File: src/rtl/swrq_pkg.sv
// ----------------------------------------------------------------------------
// swrq_pkg
// Types, codes and defaults shared by the stop-and-wait request queue.
// ----------------------------------------------------------------------------
`default_nettype none

package swrq_pkg;

  // Default sizing of the pending request store.
  localparam int QUEUE_DEPTH_DEF = 16;
  localparam int TAG_BITS_DEF    = 8;

  // Fixed field widths of the transactions.
  localparam int CMD_W    = 3;
  localparam int TAG_W    = 8;
  localparam int SEQ_W    = 16;
  localparam int ACTION_W = 8;
  localparam int EVT_W    = 3;
  localparam int AGE_W    = 16;
  localparam int RETRY_W  = 4;

  // Configuration port.
  localparam int CFG_ADDR_W = 1;
  localparam int CFG_DATA_W = 16;
  localparam logic [CFG_ADDR_W-1:0] REG_TIMEOUT = 1'b0;
  localparam logic [CFG_ADDR_W-1:0] REG_RETRIES = 1'b1;
  localparam logic [AGE_W-1:0]      TIMEOUT_RST = 16'd1000;
  localparam logic [RETRY_W-1:0]    RETRIES_RST = 4'd3;

  // Saturation limits of the head counters.
  localparam logic [AGE_W-1:0]   AGE_MAX   = '1;
  localparam logic [RETRY_W-1:0] RETRY_MAX = '1;

  // Received action byte that resets the link.
  localparam logic [ACTION_W-1:0] ACTION_RESET = 8'h07;

  // Input commands.
  localparam logic [CMD_W-1:0] CMD_TICK    = 3'd0;
  localparam logic [CMD_W-1:0] CMD_ENQ     = 3'd1;
  localparam logic [CMD_W-1:0] CMD_RX      = 3'd2;
  localparam logic [CMD_W-1:0] CMD_CONNECT = 3'd3;
  localparam logic [CMD_W-1:0] CMD_DISC    = 3'd4;

  // Result events.
  localparam logic [EVT_W-1:0] EVT_NONE    = 3'd0;
  localparam logic [EVT_W-1:0] EVT_SEND    = 3'd1;
  localparam logic [EVT_W-1:0] EVT_DELIVER = 3'd2;
  localparam logic [EVT_W-1:0] EVT_STATUS  = 3'd3;
  localparam logic [EVT_W-1:0] EVT_DROP    = 3'd4;
  localparam logic [EVT_W-1:0] EVT_FULL    = 3'd5;

  // Classified operations handed from the front end to the back end.
  localparam int OP_W = 3;
  localparam logic [OP_W-1:0] OP_NONE    = 3'd0;
  localparam logic [OP_W-1:0] OP_TICK    = 3'd1;
  localparam logic [OP_W-1:0] OP_ENQ     = 3'd2;
  localparam logic [OP_W-1:0] OP_REPLY   = 3'd3;
  localparam logic [OP_W-1:0] OP_STATUS  = 3'd4;
  localparam logic [OP_W-1:0] OP_CONNECT = 3'd5;
  localparam logic [OP_W-1:0] OP_DROP    = 3'd6;

  typedef struct packed {
    logic [CMD_W-1:0]    cmd;
    logic [TAG_W-1:0]    req_tag;
    logic                rx_is_reply;
    logic [SEQ_W-1:0]    rx_seq;
    logic [ACTION_W-1:0] rx_action;
  } item_t;

  typedef struct packed {
    logic [EVT_W-1:0] event_res;
    logic [TAG_W-1:0] tag;
    logic [SEQ_W-1:0] send_seq;
    logic             send_close;
    logic             link_up;
  } result_t;

  typedef struct packed {
    logic [OP_W-1:0]  op;
    logic [TAG_W-1:0] tag;
    logic [SEQ_W-1:0] seq;
  } work_t;

endpackage

`default_nettype wire

File: src/rtl/swrq_fifo.sv
// ----------------------------------------------------------------------------
// swrq_fifo
// Two-entry queue that decouples a producer from a consumer.
// ----------------------------------------------------------------------------
`default_nettype none

module swrq_fifo #(
  parameter int WIDTH = 8
) (
  input  wire logic             clk,
  input  wire logic             rst,
  input  wire logic             push,
  output logic                  full,
  input  wire logic [WIDTH-1:0] din,
  output logic                  empty,
  input  wire logic             pop,
  output logic [WIDTH-1:0]      dout
);

  logic [WIDTH-1:0] data [2];
  logic             wr_ptr;
  logic             rd_ptr;
  logic [1:0]       count;
  logic             do_push;
  logic             do_pop;

  // Status and head entry.
  assign full    = (count == 2'd2);
  assign empty   = (count == 2'd0);
  assign dout    = data[rd_ptr];
  assign do_push = push && !full;
  assign do_pop  = pop && !empty;

  // Entry storage.
  always_ff @(posedge clk) begin
    if (do_push) begin
      data[wr_ptr] <= din;
    end
  end

  // Pointers and occupancy.
  always_ff @(posedge clk) begin
    if (rst) begin
      wr_ptr <= 1'b0;
      rd_ptr <= 1'b0;
      count  <= 2'd0;
    end else begin
      if (do_push) begin
        wr_ptr <= !wr_ptr;
      end
      if (do_pop) begin
        rd_ptr <= !rd_ptr;
      end
      if (do_push && !do_pop) begin
        count <= count + 2'd1;
      end else if (do_pop && !do_push) begin
        count <= count - 2'd1;
      end
    end
  end

endmodule

`default_nettype wire

File: src/rtl/swrq_front.sv
// ----------------------------------------------------------------------------
// swrq_front
// Accepts input transactions, classifies them and queues the work.
// ----------------------------------------------------------------------------
`default_nettype none

module swrq_front (
  input  wire logic            clk,
  input  wire logic            rst,
  input  wire logic            push,
  output logic                 full,
  input  wire swrq_pkg::item_t item,
  output swrq_pkg::work_t      work,
  output logic                 work_empty,
  input  wire logic            work_pop
);

  swrq_pkg::work_t classified;

  // Turn the command and the received header into one operation.
  always_comb begin
    classified.tag = item.req_tag;
    classified.seq = item.rx_seq;
    case (item.cmd)
      swrq_pkg::CMD_TICK:    classified.op = swrq_pkg::OP_TICK;
      swrq_pkg::CMD_ENQ:     classified.op = swrq_pkg::OP_ENQ;
      swrq_pkg::CMD_RX: begin
        if (item.rx_action == swrq_pkg::ACTION_RESET) begin
          classified.op = swrq_pkg::OP_DROP;
        end else if (item.rx_is_reply) begin
          classified.op = swrq_pkg::OP_REPLY;
        end else begin
          classified.op = swrq_pkg::OP_STATUS;
        end
      end
      swrq_pkg::CMD_CONNECT: classified.op = swrq_pkg::OP_CONNECT;
      swrq_pkg::CMD_DISC:    classified.op = swrq_pkg::OP_DROP;
      default:               classified.op = swrq_pkg::OP_NONE;
    endcase
  end

  // Work queue toward the back end.
  swrq_fifo #(
    .WIDTH ($bits(swrq_pkg::work_t))
  ) u_work_q (
    .clk   (clk),
    .rst   (rst),
    .push  (push),
    .full  (full),
    .din   (classified),
    .empty (work_empty),
    .pop   (work_pop),
    .dout  (work)
  );

endmodule

`default_nettype wire

File: src/rtl/swrq_back.sv
// ----------------------------------------------------------------------------
// swrq_back
// Holds link and request state; does one operation per cycle unless stalled.
// ----------------------------------------------------------------------------
`default_nettype none

module swrq_back #(
  parameter int QUEUE_DEPTH = swrq_pkg::QUEUE_DEPTH_DEF,
  parameter int TAG_BITS    = swrq_pkg::TAG_BITS_DEF
) (
  input  wire logic                                clk,
  input  wire logic                                rst,
  input  wire logic                                cfg_we,
  input  wire logic [swrq_pkg::CFG_ADDR_W-1:0]     cfg_addr,
  input  wire logic [swrq_pkg::CFG_DATA_W-1:0]     cfg_data,
  input  wire swrq_pkg::work_t                     work,
  input  wire logic                                work_empty,
  output logic                                     work_pop,
  output swrq_pkg::result_t                        result,
  output logic                                     empty,
  input  wire logic                                pop
);

  localparam int PTR_W = $clog2(QUEUE_DEPTH);
  localparam int CNT_W = $clog2(QUEUE_DEPTH + 1);
  localparam logic [PTR_W-1:0] PTR_LAST = PTR_W'(QUEUE_DEPTH - 1);
  localparam logic [CNT_W-1:0] CNT_FULL = CNT_W'(QUEUE_DEPTH);

  // Configuration registers.
  logic [swrq_pkg::AGE_W-1:0]   timeout_ticks;
  logic [swrq_pkg::RETRY_W-1:0] max_retries;

  // Request queue and head state.
  logic [TAG_BITS-1:0]          pending_tags [QUEUE_DEPTH];
  logic [TAG_BITS-1:0]          head_tag;
  logic [PTR_W-1:0]             rd_ptr, rd_ptr_next;
  logic [PTR_W-1:0]             wr_ptr, wr_ptr_next;
  logic [CNT_W-1:0]             fill_count, fill_count_next;
  logic [swrq_pkg::SEQ_W-1:0]   head_seq, head_seq_next;
  logic                         head_sent, head_sent_next;
  logic [swrq_pkg::AGE_W-1:0]   head_age, head_age_next;
  logic [swrq_pkg::RETRY_W-1:0] head_retries, head_retries_next;
  logic [swrq_pkg::SEQ_W-1:0]   next_seq, next_seq_next;
  logic                         connected, connected_next;

  // Operation control.
  logic                         res_full;
  logic                         fire;
  logic                         do_write;
  logic                         drop;
  logic                         fresh;
  logic                         due;
  logic [swrq_pkg::AGE_W-1:0]   age_inc;
  logic [TAG_BITS-1:0]          tag_in;
  swrq_pkg::result_t            res;

  assign fire     = !work_empty && !res_full;
  assign work_pop = fire;
  assign tag_in   = TAG_BITS'(work.tag);
  assign age_inc  = (head_age == swrq_pkg::AGE_MAX) ? head_age
                                                    : head_age + 1'b1;
  assign due      = head_sent ? (age_inc > timeout_ticks) : 1'b1;

  // Configuration writes.
  always_ff @(posedge clk) begin
    if (rst) begin
      timeout_ticks <= swrq_pkg::TIMEOUT_RST;
      max_retries   <= swrq_pkg::RETRIES_RST;
    end else if (cfg_we) begin
      case (cfg_addr)
        swrq_pkg::REG_TIMEOUT: timeout_ticks <= cfg_data;
        swrq_pkg::REG_RETRIES: max_retries   <= cfg_data[swrq_pkg::RETRY_W-1:0];
        default: ;
      endcase
    end
  end

  // Execute one operation and build its result.
  always_comb begin
    rd_ptr_next       = rd_ptr;
    wr_ptr_next       = wr_ptr;
    fill_count_next   = fill_count;
    head_seq_next     = head_seq;
    head_sent_next    = head_sent;
    head_age_next     = head_age;
    head_retries_next = head_retries;
    next_seq_next     = next_seq;
    connected_next    = connected;
    do_write          = 1'b0;
    drop              = 1'b0;
    fresh             = 1'b0;
    res               = '0;

    if (fire) begin
      case (work.op)
        swrq_pkg::OP_TICK: begin
          if (fill_count != '0) begin
            if (head_sent) begin
              head_age_next = age_inc;
            end
            if (due) begin
              if (head_retries > max_retries) begin
                drop = 1'b1;
              end else begin
                head_seq_next  = next_seq;
                head_sent_next = 1'b1;
                head_age_next  = '0;
                if (head_retries != swrq_pkg::RETRY_MAX) begin
                  head_retries_next = head_retries + 1'b1;
                end
                res.event_res = swrq_pkg::EVT_SEND;
                res.tag       = swrq_pkg::TAG_W'(head_tag);
                res.send_seq  = next_seq;
              end
            end
          end
        end
        swrq_pkg::OP_ENQ: begin
          if (fill_count == CNT_FULL) begin
            res.event_res = swrq_pkg::EVT_FULL;
            res.tag       = work.tag;
          end else begin
            if (fill_count == '0) begin
              fresh = 1'b1;
            end
            do_write        = 1'b1;
            wr_ptr_next     = (wr_ptr == PTR_LAST) ? '0 : wr_ptr + 1'b1;
            fill_count_next = fill_count + 1'b1;
          end
        end
        swrq_pkg::OP_REPLY: begin
          if (fill_count != '0) begin
            if (head_seq == work.seq) begin
              res.event_res   = swrq_pkg::EVT_DELIVER;
              res.tag         = swrq_pkg::TAG_W'(head_tag);
              rd_ptr_next     = (rd_ptr == PTR_LAST) ? '0 : rd_ptr + 1'b1;
              fill_count_next = fill_count - 1'b1;
              next_seq_next   = next_seq + 1'b1;
              fresh           = 1'b1;
            end else begin
              drop = 1'b1;
            end
          end
        end
        swrq_pkg::OP_STATUS:  res.event_res  = swrq_pkg::EVT_STATUS;
        swrq_pkg::OP_CONNECT: connected_next = 1'b1;
        swrq_pkg::OP_DROP:    drop           = 1'b1;
        default: ;
      endcase

      // Link drop empties the queue and restarts the sequence.
      if (drop) begin
        res.event_res   = swrq_pkg::EVT_DROP;
        res.send_close  = connected;
        connected_next  = 1'b0;
        next_seq_next   = '0;
        rd_ptr_next     = '0;
        wr_ptr_next     = '0;
        fill_count_next = '0;
        fresh           = 1'b1;
      end

      // A new head starts unsent with cleared counters.
      if (fresh) begin
        head_seq_next     = '0;
        head_sent_next    = 1'b0;
        head_age_next     = '0;
        head_retries_next = '0;
      end

      res.link_up = connected_next;
    end
  end

  // Tag store with a registered head read; a write to the new head bypasses.
  always_ff @(posedge clk) begin
    if (do_write) begin
      pending_tags[wr_ptr] <= tag_in;
    end
    if (do_write && (wr_ptr == rd_ptr_next)) begin
      head_tag <= tag_in;
    end else begin
      head_tag <= pending_tags[rd_ptr_next];
    end
  end

  // Control state.
  always_ff @(posedge clk) begin
    if (rst) begin
      rd_ptr       <= '0;
      wr_ptr       <= '0;
      fill_count   <= '0;
      head_seq     <= '0;
      head_sent    <= 1'b0;
      head_age     <= '0;
      head_retries <= '0;
      next_seq     <= '0;
      connected    <= 1'b0;
    end else begin
      rd_ptr       <= rd_ptr_next;
      wr_ptr       <= wr_ptr_next;
      fill_count   <= fill_count_next;
      head_seq     <= head_seq_next;
      head_sent    <= head_sent_next;
      head_age     <= head_age_next;
      head_retries <= head_retries_next;
      next_seq     <= next_seq_next;
      connected    <= connected_next;
    end
  end

  // Result queue toward the consumer.
  swrq_fifo #(
    .WIDTH ($bits(swrq_pkg::result_t))
  ) u_result_q (
    .clk   (clk),
    .rst   (rst),
    .push  (fire),
    .full  (res_full),
    .din   (res),
    .empty (empty),
    .pop   (pop),
    .dout  (result)
  );

endmodule

`default_nettype wire

File: src/rtl/stop_and_wait_request_queue.sv
// ----------------------------------------------------------------------------
// stop_and_wait_request_queue
// An accepted transaction passes the work queue, then the result queue, to the head.
// Throughput is one transaction per cycle while the result queue has room.
// Synchronous reset empties both queues, clears link state, loads 1000 and 3.
// ----------------------------------------------------------------------------
`default_nettype none

module stop_and_wait_request_queue #(
  parameter int QUEUE_DEPTH = swrq_pkg::QUEUE_DEPTH_DEF,
  parameter int TAG_BITS    = swrq_pkg::TAG_BITS_DEF
) (
  input  wire logic                            clk,
  input  wire logic                            rst,
  input  wire logic                            push,
  output logic                                 full,
  input  wire swrq_pkg::item_t                 item,
  output logic                                 empty,
  input  wire logic                            pop,
  output swrq_pkg::result_t                    result,
  input  wire logic                            cfg_we,
  input  wire logic [swrq_pkg::CFG_ADDR_W-1:0] cfg_addr,
  input  wire logic [swrq_pkg::CFG_DATA_W-1:0] cfg_data
);

  swrq_pkg::work_t work;
  logic            work_empty;
  logic            work_pop;

  // Front end: accept and classify.
  swrq_front u_front (
    .clk        (clk),
    .rst        (rst),
    .push       (push),
    .full       (full),
    .item       (item),
    .work       (work),
    .work_empty (work_empty),
    .work_pop   (work_pop)
  );

  // Back end: request queue, retry timer and link state.
  swrq_back #(
    .QUEUE_DEPTH (QUEUE_DEPTH),
    .TAG_BITS    (TAG_BITS)
  ) u_back (
    .clk        (clk),
    .rst        (rst),
    .cfg_we     (cfg_we),
    .cfg_addr   (cfg_addr),
    .cfg_data   (cfg_data),
    .work       (work),
    .work_empty (work_empty),
    .work_pop   (work_pop),
    .result     (result),
    .empty      (empty),
    .pop        (pop)
  );

endmodule

`default_nettype wire

File: config.mk
export PLATFORM = sky130hd
export DESIGN_NAME = stop_and_wait_request_queue
export DESIGN_NICKNAME = d
export VERILOG_FILES = /design/src/rtl/swrq_pkg.sv /design/src/rtl/swrq_fifo.sv /design/src/rtl/swrq_front.sv /design/src/rtl/swrq_back.sv /design/src/rtl/stop_and_wait_request_queue.sv
export SDC_FILE = /design/constraint.sdc
export NUM_CORES = 1
export LEC_CHECK = 0
export BUFFER_PORTS_ARGS = -buffer_cell sky130_fd_sc_hd__buf_2
export CAP_MARGIN = 40
export CORE_MARGIN = 3
export CORE_UTILIZATION = 40
export CTS_BUF_LIST = sky130_fd_sc_hd__clkbuf_16
export DETAILED_ROUTE_END_ITERATION = 8
export PLACE_DENSITY_LB_ADDON = 0.1
export SKIP_CTS_REPAIR_TIMING = 1
export SLEW_MARGIN = 20
export SYNTH_ARGS = -nofsm -noshare
export SYNTH_HDL_FRONTEND = slang
export SYNTH_SLANG_ARGS = --single-unit
File: constraint.sdc
create_clock -name clk -period 11.1 [get_ports clk]
set_input_delay 1.665 -clock clk [delete_from_list [all_inputs] [get_ports clk]]
set_output_delay 1.665 -clock clk [all_outputs]
set_load 0.05 [all_outputs]
* After elaboration in Yosys (flattened, before gate mapping)
Memories as Yosys holds them, arrays and structs flattened. A register that Yosys moved wholly into a read port is not among the register bits.
Index checks and enable logic that the tools add are counted.
Widths: inputs -> output; s select.
** Storage, ports and cells
- Flip-flop bits (word level) :: 95
- Bits in writable memories :: 240
- Bits of input ports :: 58
- Output and inout port bits :: 31
- Word-level logic and storage cells :: 194
- Memories :: 3
** Memories
- u_back.pending_tags :: words 16, bits a word 8, rd ports 1, clocked after Yosys merged registers in 1, write ports 1, RTL line swrq_back.sv:34 : logic [TAG_BITS-1:0] pending_tags [QUEUE_DEPTH];
- u_back.u_result_q.data :: words 2, bits a word 29, rd ports 1, clocked after Yosys merged registers in 1, write ports 1, RTL line swrq_fifo.sv:20 : logic [WIDTH-1:0] data [2];
- u_front.u_work_q.data :: words 2, bits a word 27, rd ports 1, clocked after Yosys merged registers in 1, write ports 1, RTL line swrq_fifo.sv:20
** Cells by class
- $add $sub $neg :: 11
- Order comparisons :: 2
- Eq/ne operators :: 24
- Muxes and demuxes :: 91
- Bitwise gates (word level) :: 1
- Reductions and logical operators :: 45
** Operators by type and width (number)
- $mux 16 :: 17
- $mux 4 :: 16
- $mux 27 :: 2
- $mux 1 :: 34
- $add 16x1->16 const B :: 2
- $mux 29 :: 1
- $mux 25 :: 1
- $pmux 8 s3 :: 1
- $mux 10 :: 2
- $mux 5 :: 4
- $reduce_bool 2->1 :: 10
- $eq 16x16->1 :: 1
- $eq 16x16->1 const B :: 1
- $gt 16x16->1 :: 1
- $pmux 3 s5 :: 1
- $add 4x1->4 const B :: 3
- $eq 3x2->1 const B :: 4
- $eq 3x3->1 const B :: 4
- $logic_not 1->1 :: 12
- $pmux 3 s4 :: 1
- $mux 11 :: 1
- $pmux 5 s2 :: 1
- $reduce_and 5->1 :: 2
- $logic_and 1x1->1 :: 9
- other kinds (28) :: 43

* Depth between registers and ports, before layout
Gate-level depths: netlist of run 1.
- Depth in word-level cells :: 12
- Gate-level depth with buffers :: 18
- Gate-level depth less buffers :: 15

* Modules after synthesis
Synthesis of run 1 repeated with hierarchy kept, for this count alone.
** Second synthesis, totals
- Cell total of the unflattened synthesis :: 1140
- Area total of the unflattened synthesis :: 14880.5 sq um
** Modules (own cells, without submodules)
- swrq_back :: times used 1, cells each 901, area each 10308.6 sq um, seq. area each 5665.4 sq um
- swrq_fifo (u_back.u_result_q) :: times used 1, cells each 115, area each 2306.0 sq um, seq. area each 1841.8 sq um
- swrq_fifo (u_front.u_work_q) :: times used 1, cells each 109, area each 2163.3 sq um, seq. area each 1721.7 sq um
- swrq_front :: times used 1, cells each 15, area each 102.6 sq um, seq. area each 0.0 sq um

* Least setup slack after synthesis of run 1
Ideal clock, no wire load.
- Kind :: register to register
- Start :: register u_back.head_age[3] in the netlist's numbering
- End :: memory u_back.u_result_q.data[0][25] in the netlist's numbering (data pin)
- Library setup time :: 0.258 ns
- Arrival :: 3.975 ns
- Data required time :: 10.842 ns
- Slack :: 6.867 ns
- Stages on the path, launching flop included :: 17
- Path buffers :: 1
- Period minus slack after synthesis :: 4.233 ns
- Path through :: dfxtp_1 -> clkbuf_1 -> nand4_1 -> nor3_1 -> nand4_1 -> and2_1 -> and3_1 -> xor2_1 -> ha_1 -> nand4_1 -> or4_1 -> nor3_2 -> or2_2 -> nor2_1 -> a31oi_1 -> o22ai_1 -> and2_1
** RTL lines
- start: declaration :: RTL line swrq_back.sv:41 : logic [swrq_pkg::AGE_W-1:0] head_age, head_age_next;
- start signal: assignment :: RTL line swrq_back.sv:205 : head_age <= head_age_next;
- end: declaration :: RTL line swrq_fifo.sv:20

==> summary.txt, run 1 <==
Detailed routing
  • DRC errors left: 0
  • Vias: just under 9000
  • Drt pass-1 iters: 5
  • DRT Wirelength: 32.84 mm
  • Vias per cell: 5.225
  • 1st-iter DRT viols: 667
  • Final ANT Viol Nets: 0
  • Avg WL per Cell: 19.33 microns

Global route
  • Global-route wire length before repair: 50.82 mm
  • Total GRT Usage: 16.91%
  • Initial antenna violation count: 1
  • Largest net degree at the start of global routing: 41
  • Grt ovf: 0
  • Vias in the first global route: 8814

Timing
  • Final setup viols: 0
  • Final worst-path cycle share: 45.10%
  • Setup TNS: 0 ns
  • PnR worst setup slack: 6.094 ns
  • Clock Skew: roughly 0.019 ns
  • Slew Limit Fails: 0
  • Slew @ Worst Pin: 0.8368 ns
  • RSZ-0062 raised after global routing: no
  • Slew headroom: 42.77%
  • Final-report hold violation count: 0
  • Min cycle time layout: 5.006 ns
  • Fmax: 0.1998 GHz
  • Hold Slack: 0.4558 ns

Worst setup path
  • Worst EP required: approximately 12 ns
  • Worst Setup Start Kind: register
  • Crit Path Class: reg -> reg
  • CP max stage cell: and4_1
  • Critical Path AT: about 5.4 ns
  • Crit-path cells: nand4_1, nor3_1, nand4_1, and2_1, and3_1, xor2_1, ha_1, nand4_1, or4_1, o221a_2, nor2_1, and4_1, and2_1
  • Crit path largest cell delay: roughly 0.76 ns
  • Buffers & Inverters on Critical Path: 0
  • Crit path max-delay family: simple AND/OR/NAND/NOR gates
  • Crit. End Element: register
  • Crit path top cell by count: nand4_1
  • CP max FO: 22

Logic synthesis
  • Gate Count Post-Synth: 1089
  • Ys async rst share: 0%
  • EDFF count, synth: 240
  • Top_reg_cell synth: edfxtp_1
  • Synth warn: 0
  • Post-Syn Area: 14620 sq um
  • Syn_area_per_cell: 13.42 sq um
  • #FFs+latches synth: about 340
  • Post-synth cell types: 65
  • Seq/Total Area, Yosys: 63.13%
  • Post-synth net total: 1181

Floorplanning
  • I/O pin count: 89
  • Chip width: 197.2 microns
  • Die height: around 200 microns
  • Full die area: 38870 sq um
  • Initial core utilization: 40.80%
  • Row count: 69
  • Core Region: 35830 sq um

Clocking
  • Clock buffer depth: 3
  • TritonCTS clock tree: yes
  • Root buffer cell: clkbuf_16
  • Worst-skew pair later-pin latency: 0.55 ns
  • Reg clk slew, reported paths: approximately 0.06 ns
  • Cts bufs inserted: 39
  • Sink Count: around 340
  • H-tree Lvls: 2

Power and ir drop
  • Pwr Total: 3.686 mW
  • LEAKAGE: around 6.1 nW
  • Seq pwr share: 43.3%
  • Clock power share: 33.7%
  • Comb pwr share: 22.9%
  • Sw Ratio: approximately a third
  • NetSw: 1.155 mW
  • Max IR drop VDD: roughly 0.21 mV
  • PD cells: around 220 nW/um^2
  • Internal power: 2.530 mW

Placement
  • Routability-driven placement congestion ratio: just under 0.8
  • Dpl hpwl: 22.09 mm
  • I/O Buffers: about 90
  • Pre-CTS WS: 6.098 ns

Finish
  • Share of cells above drive strength 1: 21.67%
  • Fin util: 47.48%
  • Fin nets: between 1000 and 1500
  • FILL cells: 3179
  • Area Overhead vs Synth: 16.37%

Flow run
  • Maxcap violations: 0

Outcome
  • Status: completed

Min path
  • Worst Hold Class: reg -> reg
[Yosys cell counts, types with 3 or more instances]
library cell,number,share of area [%]
o211ai_1,7,0.36
nand4_1,14,0.60
a22o_1,19,1.1
inv_1,57,1.5
nor4_1,8,0.34
and2_1,35,1.5
and3_1,12,0.51
nor4_2,3,0.26
nand2_1,102,2.6
o21a_1,4,0.21
a31oi_1,4,0.17
o22ai_1,12,0.51
nand3_1,24,0.82
nor3_1,15,0.51
o31ai_1,4,0.21
o21ai_0,13,0.45
clkbuf_1,23,0.59
a22oi_1,3,0.15
a21o_1,7,0.36
buf_1,8,0.21
ha_1,33,2.8
xor2_1,18,1.1
mux4_2,40,6.2
dfxtp_1,101,14
or3_1,5,0.21
mux2_2,32,2.5
xnor2_1,38,2.3
nand2b_1,4,0.17
a211oi_1,3,0.15
buf_2,7,0.24
nor2b_1,8,0.34
o32ai_1,5,0.30
mux2i_1,28,1.9
edfxtp_1,240,49
nor2_1,75,1.9
a21oi_1,43,1.5
[tightest hold or removal path: stages, from the launching register on]
cell     delay, ns
dfxtp_1       0.31
nand2_1       0.05
a21oi_1       0.05
[layer usage]
layer | GRT usage [%] | vias up | share of wire, %
met2 | 26.99 | 170 | 46
met4 | 4.937 | 0 | 1.9
li1 | - | 4286 | -
met3 | 2.593 | 42 | 4.0
met1 | 24.20 | 4379 | 48
met5 | 0 | - | 0
[through the flow]
stage / area, sq um / std cells
after floorplan: 14620 / 1089
after global placement: 15600 / 1613
after detailed placement: 15760 / 1627
after CTS: 17010 / 1698
after global routing: 17010 / 1699
final: 17010 / 1699
[cells in the final DEF (no fill, tap or decap), types with 13 or more instances in the layout]
cell type	n
mux4_2	40
edfxtp_1	240
clkbuf_16	41
o21ai_0	13
buf_2	88
xnor2_1	38
mux2_2	32
xor2_1	18
mux2i_1	28
inv_1	65
a21oi_1	43
nand2_1	102
nor2_1	72
buf_4	21
ha_1	33
nand4_1	14
nand3_1	24
and2_1	35
dfxtp_1	98
a22o_1	19
[final cells by class]
class	instances	area [sq um]	share of cell area (%)
antenna	1	2.502	0.01471
clock buffer	41	1026	6.032
clock inverter	30	225.2	1.324
inverter	57	214.0	1.258
multi-input combinational	650	5017	29.50
sequential	341	9233	54.28
tap	461	576.8	3.391
timing repair buffer	118	715.7	4.207
[power groups by stage]
stage	clock network, mW	registers, mW	logic (mW)
finish	1.24	1.60	0.845
detailed placement	0	1.62	0.852
global placement	0	1.63	0.830
floorplan	0	1.61	0.630
CTS	1.28	1.60	0.853
global route	1.33	1.61	0.912
[cells by family (layout without fill, tap and decap cells)]
logic type	count (synthesis)	after routing	synth area share, %
AO/OA/AOI/OAI	139	139	6.411
buffers and inverters	98	246	2.730
multiplexers	100	100	10.55
XOR/XNOR	56	56	3.355
other	0	1	0
flip-flops	341	341	63.13
adder cells (fa/ha/maj)	34	34	2.962
AND/OR/NAND/NOR	321	321	10.86
[sequential cells by signal (all words and copies together), names as in the netlist, 5 cells and up, named ones only]
name and cells:
u_back.head_age 16, u_back.next_seq 16, u_back.fill_count 5, u_front.u_work_q.data 54, u_back.u_result_q.data 58, u_back.timeout_ticks 16
u_back.head_seq 16, u_back.pending_tags 128
[worst paths after layout]
check,start,endpoint,slack [ns],cells past startpoint
setup / recovery,u_back.head_age[3],u_back.u_result_q.data[1][14],6.09,13
hold / removal,u_back.timeout_ticks[15],u_back.timeout_ticks[15],0.46,2
setup reg to reg,u_back.head_age[3],u_back.u_result_q.data[1][14],6.09,13
hold reg to reg,u_back.timeout_ticks[15],u_back.timeout_ticks[15],0.46,2
Power figures use the tool's default switching activity.
==> run 2: changes to the inputs <==
==> constraint.sdc (replaced) <==
create_clock -name clk -period 4.6 [get_ports clk]
set_input_delay 0.69 -clock clk [delete_from_list [all_inputs] [get_ports clk]]
set_output_delay 0.69 -clock clk [all_outputs]
set_load 0.05 [all_outputs]
==> summary.txt, run 2 (same netlist as run 1, synthesis figures left out) <==
Power and ir drop
  • LEAKAGE: 6.144 nW (+0.89%)
  • Max IR drop VDD: 0.3547 mV (+68%)
  • PD cells: 528.0 nW/um^2 (+140%)

Detailed routing
  • Drt pass-1 iters: 5 (unchanged)
  • Vias per cell: 5.192 (-0.63%)
  • Avg WL per Cell: 19.29 microns (-0.19%)
  • DRT Wirelength: 32.95 mm (+0.34%)
  • Vias: 8868 (-0.10%)
  • DRC errors left: 0 (unchanged)
  • 1st-iter DRT viols: 553 (-17%)
  • Final ANT Viol Nets: 0 (unchanged)

Global route
  • Total GRT Usage: 16.98% (+0.073 points)
  • Global-route wire length before repair: 50.99 mm (+0.34%)
  • Grt ovf: 0 (unchanged)
  • Vias in the first global route: 8833 (+0.22%)
  • Largest net degree at the start of global routing: 40 (-2.4%)
  • Initial antenna violation count: 1 (unchanged)

Timing
  • Clock Skew: 0.01500 ns (-0.004002 ns)
  • Final setup viols: 0 (unchanged)
  • Final worst-path cycle share: 92.26% (+47 points)
  • Min cycle time layout: 4.244 ns (-0.7618 ns)
  • PnR worst setup slack: 0.3560 ns (-5.738 ns)
  • RSZ-0062 raised after global routing: no
  • Slew Limit Fails: 0 (unchanged)
  • Final-report hold violation count: 0 (unchanged)
  • Setup TNS: 0 ns (unchanged)
  • Slew @ Worst Pin: 0.8254 ns (-0.01140 ns)
  • Fmax: 0.2356 GHz (+18%)
  • Slew headroom: 44.55% (+1.8 points)

Finish
  • Non-filler instance count after layout: 1708 (+0.53%)
  • Fin nets: 1309 (+0.77%)
  • Commonest cells after routing, fill and taps aside: edfxtp_1, nand2_1, dfxtp_1, buf_2, nor2_1
  • Commonest non-fill, non-tap cell in the layout: edfxtp_1
  • Final instance area: 17140 sq um (+0.74%)
  • Area Overhead vs Synth: 17.22%
  • Top reg by flops: u_back.pending_tags
  • Share of cells above drive strength 1: 22.39% (+0.73 points)
  • Max FFs per register: 128 (unchanged)
  • Fin util: 47.83% (+0.35 points)
  • Largest regs: u_back.pending_tags x128, u_back.u_result_q.data x58, u_front.u_work_q.data x54

Clocking
  • Worst-skew pair later-pin latency: 0.54 ns (about the same)
  • Reg clk slew, reported paths: 0.06 ns (about the same)
  • H-tree Lvls: 2 (unchanged)
  • Clock buffer depth: 3 (unchanged)
  • Sink Count: 341 (unchanged)
  • Root buffer cell: clkbuf_16
  • TritonCTS clock tree: yes
  • Cts bufs inserted: 39 (unchanged)

Placement
  • Post-DP Area: 15740 sq um (-0.13%)
  • Dpl hpwl: 22.48 mm (+1.7%)
  • Routability-driven placement congestion ratio: 0.8264 (+5.3%)
  • Placed Instances: 1633 (+0.37%)
  • I/O Buffers: 88 (unchanged)
  • Pre-CTS WS: 0.2095 ns (-5.888 ns)

Worst setup path
  • Cell count of the worst reg-to-reg path: 17 (+4)
  • Crit. End Element: register
  • Worst Setup Start Kind: register
  • RR Endpoint: u_back.next_seq[1]
  • Crit Path Class: reg -> reg
  • Worst EP required: 5.04 ns (-6.46 ns)
  • CP max FO: 16 (-27%)
  • R2r startpoint: u_back.head_age[0]
  • Critical Path AT: 4.68 ns (-0.73 ns)
  • R2r setup slk: 0.36 ns (-5.74 ns)

Floorplanning
  • Initial core utilization: 40.80% (unchanged)
  • Chip width: 197.2 microns (unchanged)
  • Core Region: 35830 sq um (unchanged)
  • I/O pin count: 89 (unchanged)
  • Die height: 197.2 microns (unchanged)
  • Row count: 69 (unchanged)
  • Full die area: 38870 sq um (unchanged)

Flow run
  • Maxcap violations: 0 (unchanged)

Outcome
  • Status: completed

Min path
  • WHS Path Cells: 1 (-1)
  • HP Start: item[10]
  • Worst Hold Class: in -> reg
  • End of the worst hold path: u_front.u_work_q.data[1][2]
[run 2: per-stage QoR]
step / hold slack, ns / total power [mW]
3_5_place_dp: 0.4501 / 5.963
3_3_place_gp: 0.4469 / 5.950
2_1_floorplan: 0.4363 / 5.406
6_report: 0.3411 / 9.048
5_1_grt: 0.3225 / 9.455
4_1_cts: 0.3168 / 9.163
[run 2: layout make-up]
class | count | area [sq um]
fill | 3154 | 18690
sequential | 341 | 9233
multi-input combinational | 650 | 5015
clock buffer | 44 | 1101
timing repair buffer | 128 | 754.5
tap | 461 | 576.8
clock inverter | 26 | 239.0
inverter | 57 | 214.0
antenna | 1 | 2.502
[run 2: layer usage]
| layer | vias up | global-route usage (%) | part of all wire (%) |
|---|---|---|---|
| met5 | - | 0 | 0 |
| met4 | 0 | 5.016 | 2.1 |
| met3 | 53 | 2.695 | 3.8 |
| met2 | 168 | 28.10 | 48 |
| met1 | 4343 | 23.37 | 46 |
| li1 | 4304 | - | - |
[run 2: how the worst max path moves through the flow]
| stage | from | end | cells past startpoint |
|---|---|---|---|
| 6_report | u_back.head_age[0] | u_back.next_seq[1] | 17 |
| 3_3_place_gp | u_back.head_age[4] | u_back.head_seq[11] | 15 |
| 3_5_place_dp | u_back.head_age[5] | u_back.head_seq[7] | 15 |
| 4_1_cts | u_back.head_age[4] | u_back.head_seq[14] | 15 |
| 5_1_grt | u_back.head_age[0] | u_back.wr_ptr[1] | 17 |
| 2_1_floorplan | u_back.head_age[3] | u_back.u_result_q.data[0][25] | 16 |
[run 2: critical path, cell delays in order (launching register included)]
cell      delay [ns]
dfxtp_1         0.35
ha_1            0.24
and3_1          0.21
nand4_1         0.11
buf_4           0.16
nor2b_1         0.40
nand3_1         0.15
xnor2_1         0.18
ha_1            0.29
nand2_1         0.06
or4_1           0.51
nor3_2          0.37
nand3b_1        0.19
o31a_1          0.25
and2_1          0.19
o21ai_2         0.07
buf_4           0.24
o31ai_1         0.20
[run 2: where the power goes]
group | internal (mW) | switching [mW]
Combinational | 0.570 | 1.46
Sequential | 3.75 | 0.107
Clock | 1.95 | 1.22
==> run 3: changes to the inputs <==
--- a/config.mk
+++ b/config.mk
@@ -9,7 +9,7 @@
 export CAP_MARGIN = 40
 export CORE_MARGIN = 3
 export CORE_UTILIZATION = 40
-export CTS_BUF_LIST = sky130_fd_sc_hd__clkbuf_16
+export CTS_BUF_LIST = sky130_fd_sc_hd__clkbuf_4 sky130_fd_sc_hd__clkbuf_8
 export DETAILED_ROUTE_END_ITERATION = 8
 export PLACE_DENSITY_LB_ADDON = 0.1
 export SKIP_CTS_REPAIR_TIMING = 1
==> summary.txt, run 3 (same netlist as run 1, synthesis figures left out) <==
Finish
  • Commonest non-fill, non-tap cell in the layout: edfxtp_1
  • Share of cells above drive strength 1: 24.47% (+2.1 points)
  • Area of the multi-input gates: 5015 sq um (unchanged)
  • Fin nets: 1328 (+1.5%)
  • Commonest cells after routing, fill and taps aside: edfxtp_1, nand2_1, dfxtp_1, buf_2, nor2_1
  • Final instance area: 17030 sq um (-0.64%)
  • Top reg by flops: u_back.pending_tags
  • Max FFs per register: 128 (unchanged)
  • FILL cells: 3207 (+1.7%)
  • Register area: 9233 sq um (unchanged)
  • Largest regs: u_back.pending_tags x128, u_back.u_result_q.data x58, u_front.u_work_q.data x54
  • Area Overhead vs Synth: 16.48%

Global route
  • Grt ovf: 0 (unchanged)
  • Total GRT Usage: 17.30% (+0.32 points)
  • Vias in the first global route: 8931 (+1.1%)
  • Largest net degree at the start of global routing: 40 (unchanged)
  • Initial antenna violation count: 1 (unchanged)
  • Global-route wire length before repair: 51.61 mm (+1.2%)

Timing
  • Setup TNS: 0 ns (unchanged)
  • Clock Skew: 0.02113 ns (+0.006130 ns)
  • RSZ-0062 raised after global routing: no
  • Slew @ Worst Pin: 0.8868 ns (+0.06141 ns)
  • Final worst-path cycle share: 90.89% (-1.4 points)
  • Fmax: 0.2392 GHz (+1.5%)
  • Final setup viols: 0 (unchanged)
  • Slew headroom: 40.42% (-4.1 points)
  • Final-report hold violation count: 0 (unchanged)
  • Slew Limit Fails: 0 (unchanged)
  • Min cycle time layout: 4.181 ns (-0.06318 ns)

Detailed routing
  • DRT Wirelength: 33.41 mm (+1.4%)
  • Met2 routed wirelength: 15.73 mm (-0.17%)
  • DRC errors left: 0 (unchanged)
  • Uppermost layer routed: met4
  • 1st-iter DRT viols: 517 (-6.5%)
  • Met3 Wirelength: 1.610 mm (+28%)
  • Final ANT Viol Nets: 0 (unchanged)
  • Met1 wire length: 15.17 mm (-0.45%)
  • Avg WL per Cell: 19.15 microns (-0.74%)
  • Vias per cell: 5.163 (-0.56%)
  • Vias: 9009 (+1.6%)
  • Drt pass-1 iters: 5 (unchanged)

Min path
  • HP Start: item[21]
  • Worst Hold Class: in -> reg

Floorplanning
  • Chip width: 197.2 microns (unchanged)
  • Full die area: 38870 sq um (unchanged)
  • Core Region: 35830 sq um (unchanged)
  • Initial core utilization: 40.80% (unchanged)
  • I/O pin count: 89 (unchanged)
  • Row count: 69 (unchanged)
  • Die height: 197.2 microns (unchanged)

Power and ir drop
  • LEAKAGE: 6.112 nW (-0.52%)
  • Max IR drop VDD: 0.3248 mV (-8.4%)
  • PD cells: 512.7 nW/um^2 (-2.9%)

Placement
  • Routability-driven placement congestion ratio: 0.8264 (unchanged)
  • Post-DP Area: 15740 sq um (unchanged)
  • I/O Buffers: 88 (unchanged)
  • Dpl hpwl: 22.48 mm (unchanged)

Clocking
  • H-tree Lvls: 2 (unchanged)
  • Root buffer cell: clkbuf_8
  • Cts bufs inserted: 58 (+49%)
  • Reg clk slew, reported paths: 0.06 ns (about the same)
  • Worst-skew pair later-pin latency: 0.66 ns (+0.12 ns)
  • Sink Count: 341 (unchanged)
  • Clock buffer depth: 3 (unchanged)
  • TritonCTS clock tree: yes

Worst setup path
  • R2r startpoint: u_back.head_age[4]
  • Worst Setup Start Kind: register
  • Worst EP required: 5.00 ns (-0.04 ns)
  • Crit Path Class: reg -> reg
  • Crit. End Element: register
  • Critical Path AT: 4.58 ns (-0.10 ns)
  • CP max FO: 8 (-8)
  • Worst Setup SP: u_back.head_age[4]

Outcome
  • Status: completed

Flow run
  • Maxcap violations: 0 (unchanged)
-- run 3: cell types whose count changed in the layout (fill, tap and decap cells not counted), moves of 2 or more --
cell	change
inv_4	-2
clkinv_1	+8
inv_8	+2
clkbuf_8	+65
clkbuf_16	-44
clkbuf_4	+18
inv_1	-6
-- run 3: report_power, final --
group | internal, mW | switching [mW]
registers | 3.75 | 0.107
logic | 0.569 | 1.45
clock network | 1.62 | 1.24
total | 5.93 | 2.80
-- run 3: worst paths after layout --
path,end,depth (start not counted),slack [ns]
setup / recovery,u_back.u_result_q.data[0][25],17,0.42
hold / removal,u_front.u_work_q.data[0][13],1,0.22
setup reg to reg,u_back.u_result_q.data[0][25],17,0.42
hold reg to reg,u_back.timeout_ticks[10],2,0.45
-- run 3: cell type report --
cell class,count,share of cell area (%)
Timing Repair Buffer,128,4.431
Tap cell,461,3.388
Sequential cell,341,54.23
Multi-Input combinational cell,650,29.45
Inverter,57,1.257
Clock buffer,83,6.048
Antenna cell,1,0.01470
Clock inverter,24,1.183
-- run 3: routing by layer --
| metal | up-vias | GRT usage [%] |
|---|---|---|
| met2 | 205 | 27.99 |
| li1 | 4349 | - |
| met3 | 58 | 3.309 |
| met4 | 0 | 6.177 |
| met1 | 4397 | 23.54 |
| met5 | - | 0 |
-- run 3: per-stage QoR --
stage               util, %  hold slack (ns)  worst slack, ns  cells  power, mW
floorplan                 -           0.4363           0.3675   1089      5.406
global placement      43.88           0.4469           0.3114   1632      5.950
detailed placement    43.92           0.4501           0.2095   1633      5.963
CTS                   47.36           0.1597           0.1741   1740      8.865
global route          47.52           0.1817          0.05594   1745      9.165
finish                47.52           0.2233           0.4192   1745      8.730
-- run 3: worst max-delay path: stages, from the launching register on --
cell	delay (ns)
dfxtp_1	0.43
nand4_1	0.11
buf_4	0.18
nor3_2	0.21
nand4_1	0.14
and2_1	0.24
and3_1	0.24
xor2_1	0.15
ha_1	0.30
nand4_1	0.09
or4_1	0.45
nor3_2	0.38
or2_2	0.19
nor2_1	0.10
a31oi_1	0.19
buf_4	0.22
o22ai_1	0.10
and2_1	0.20
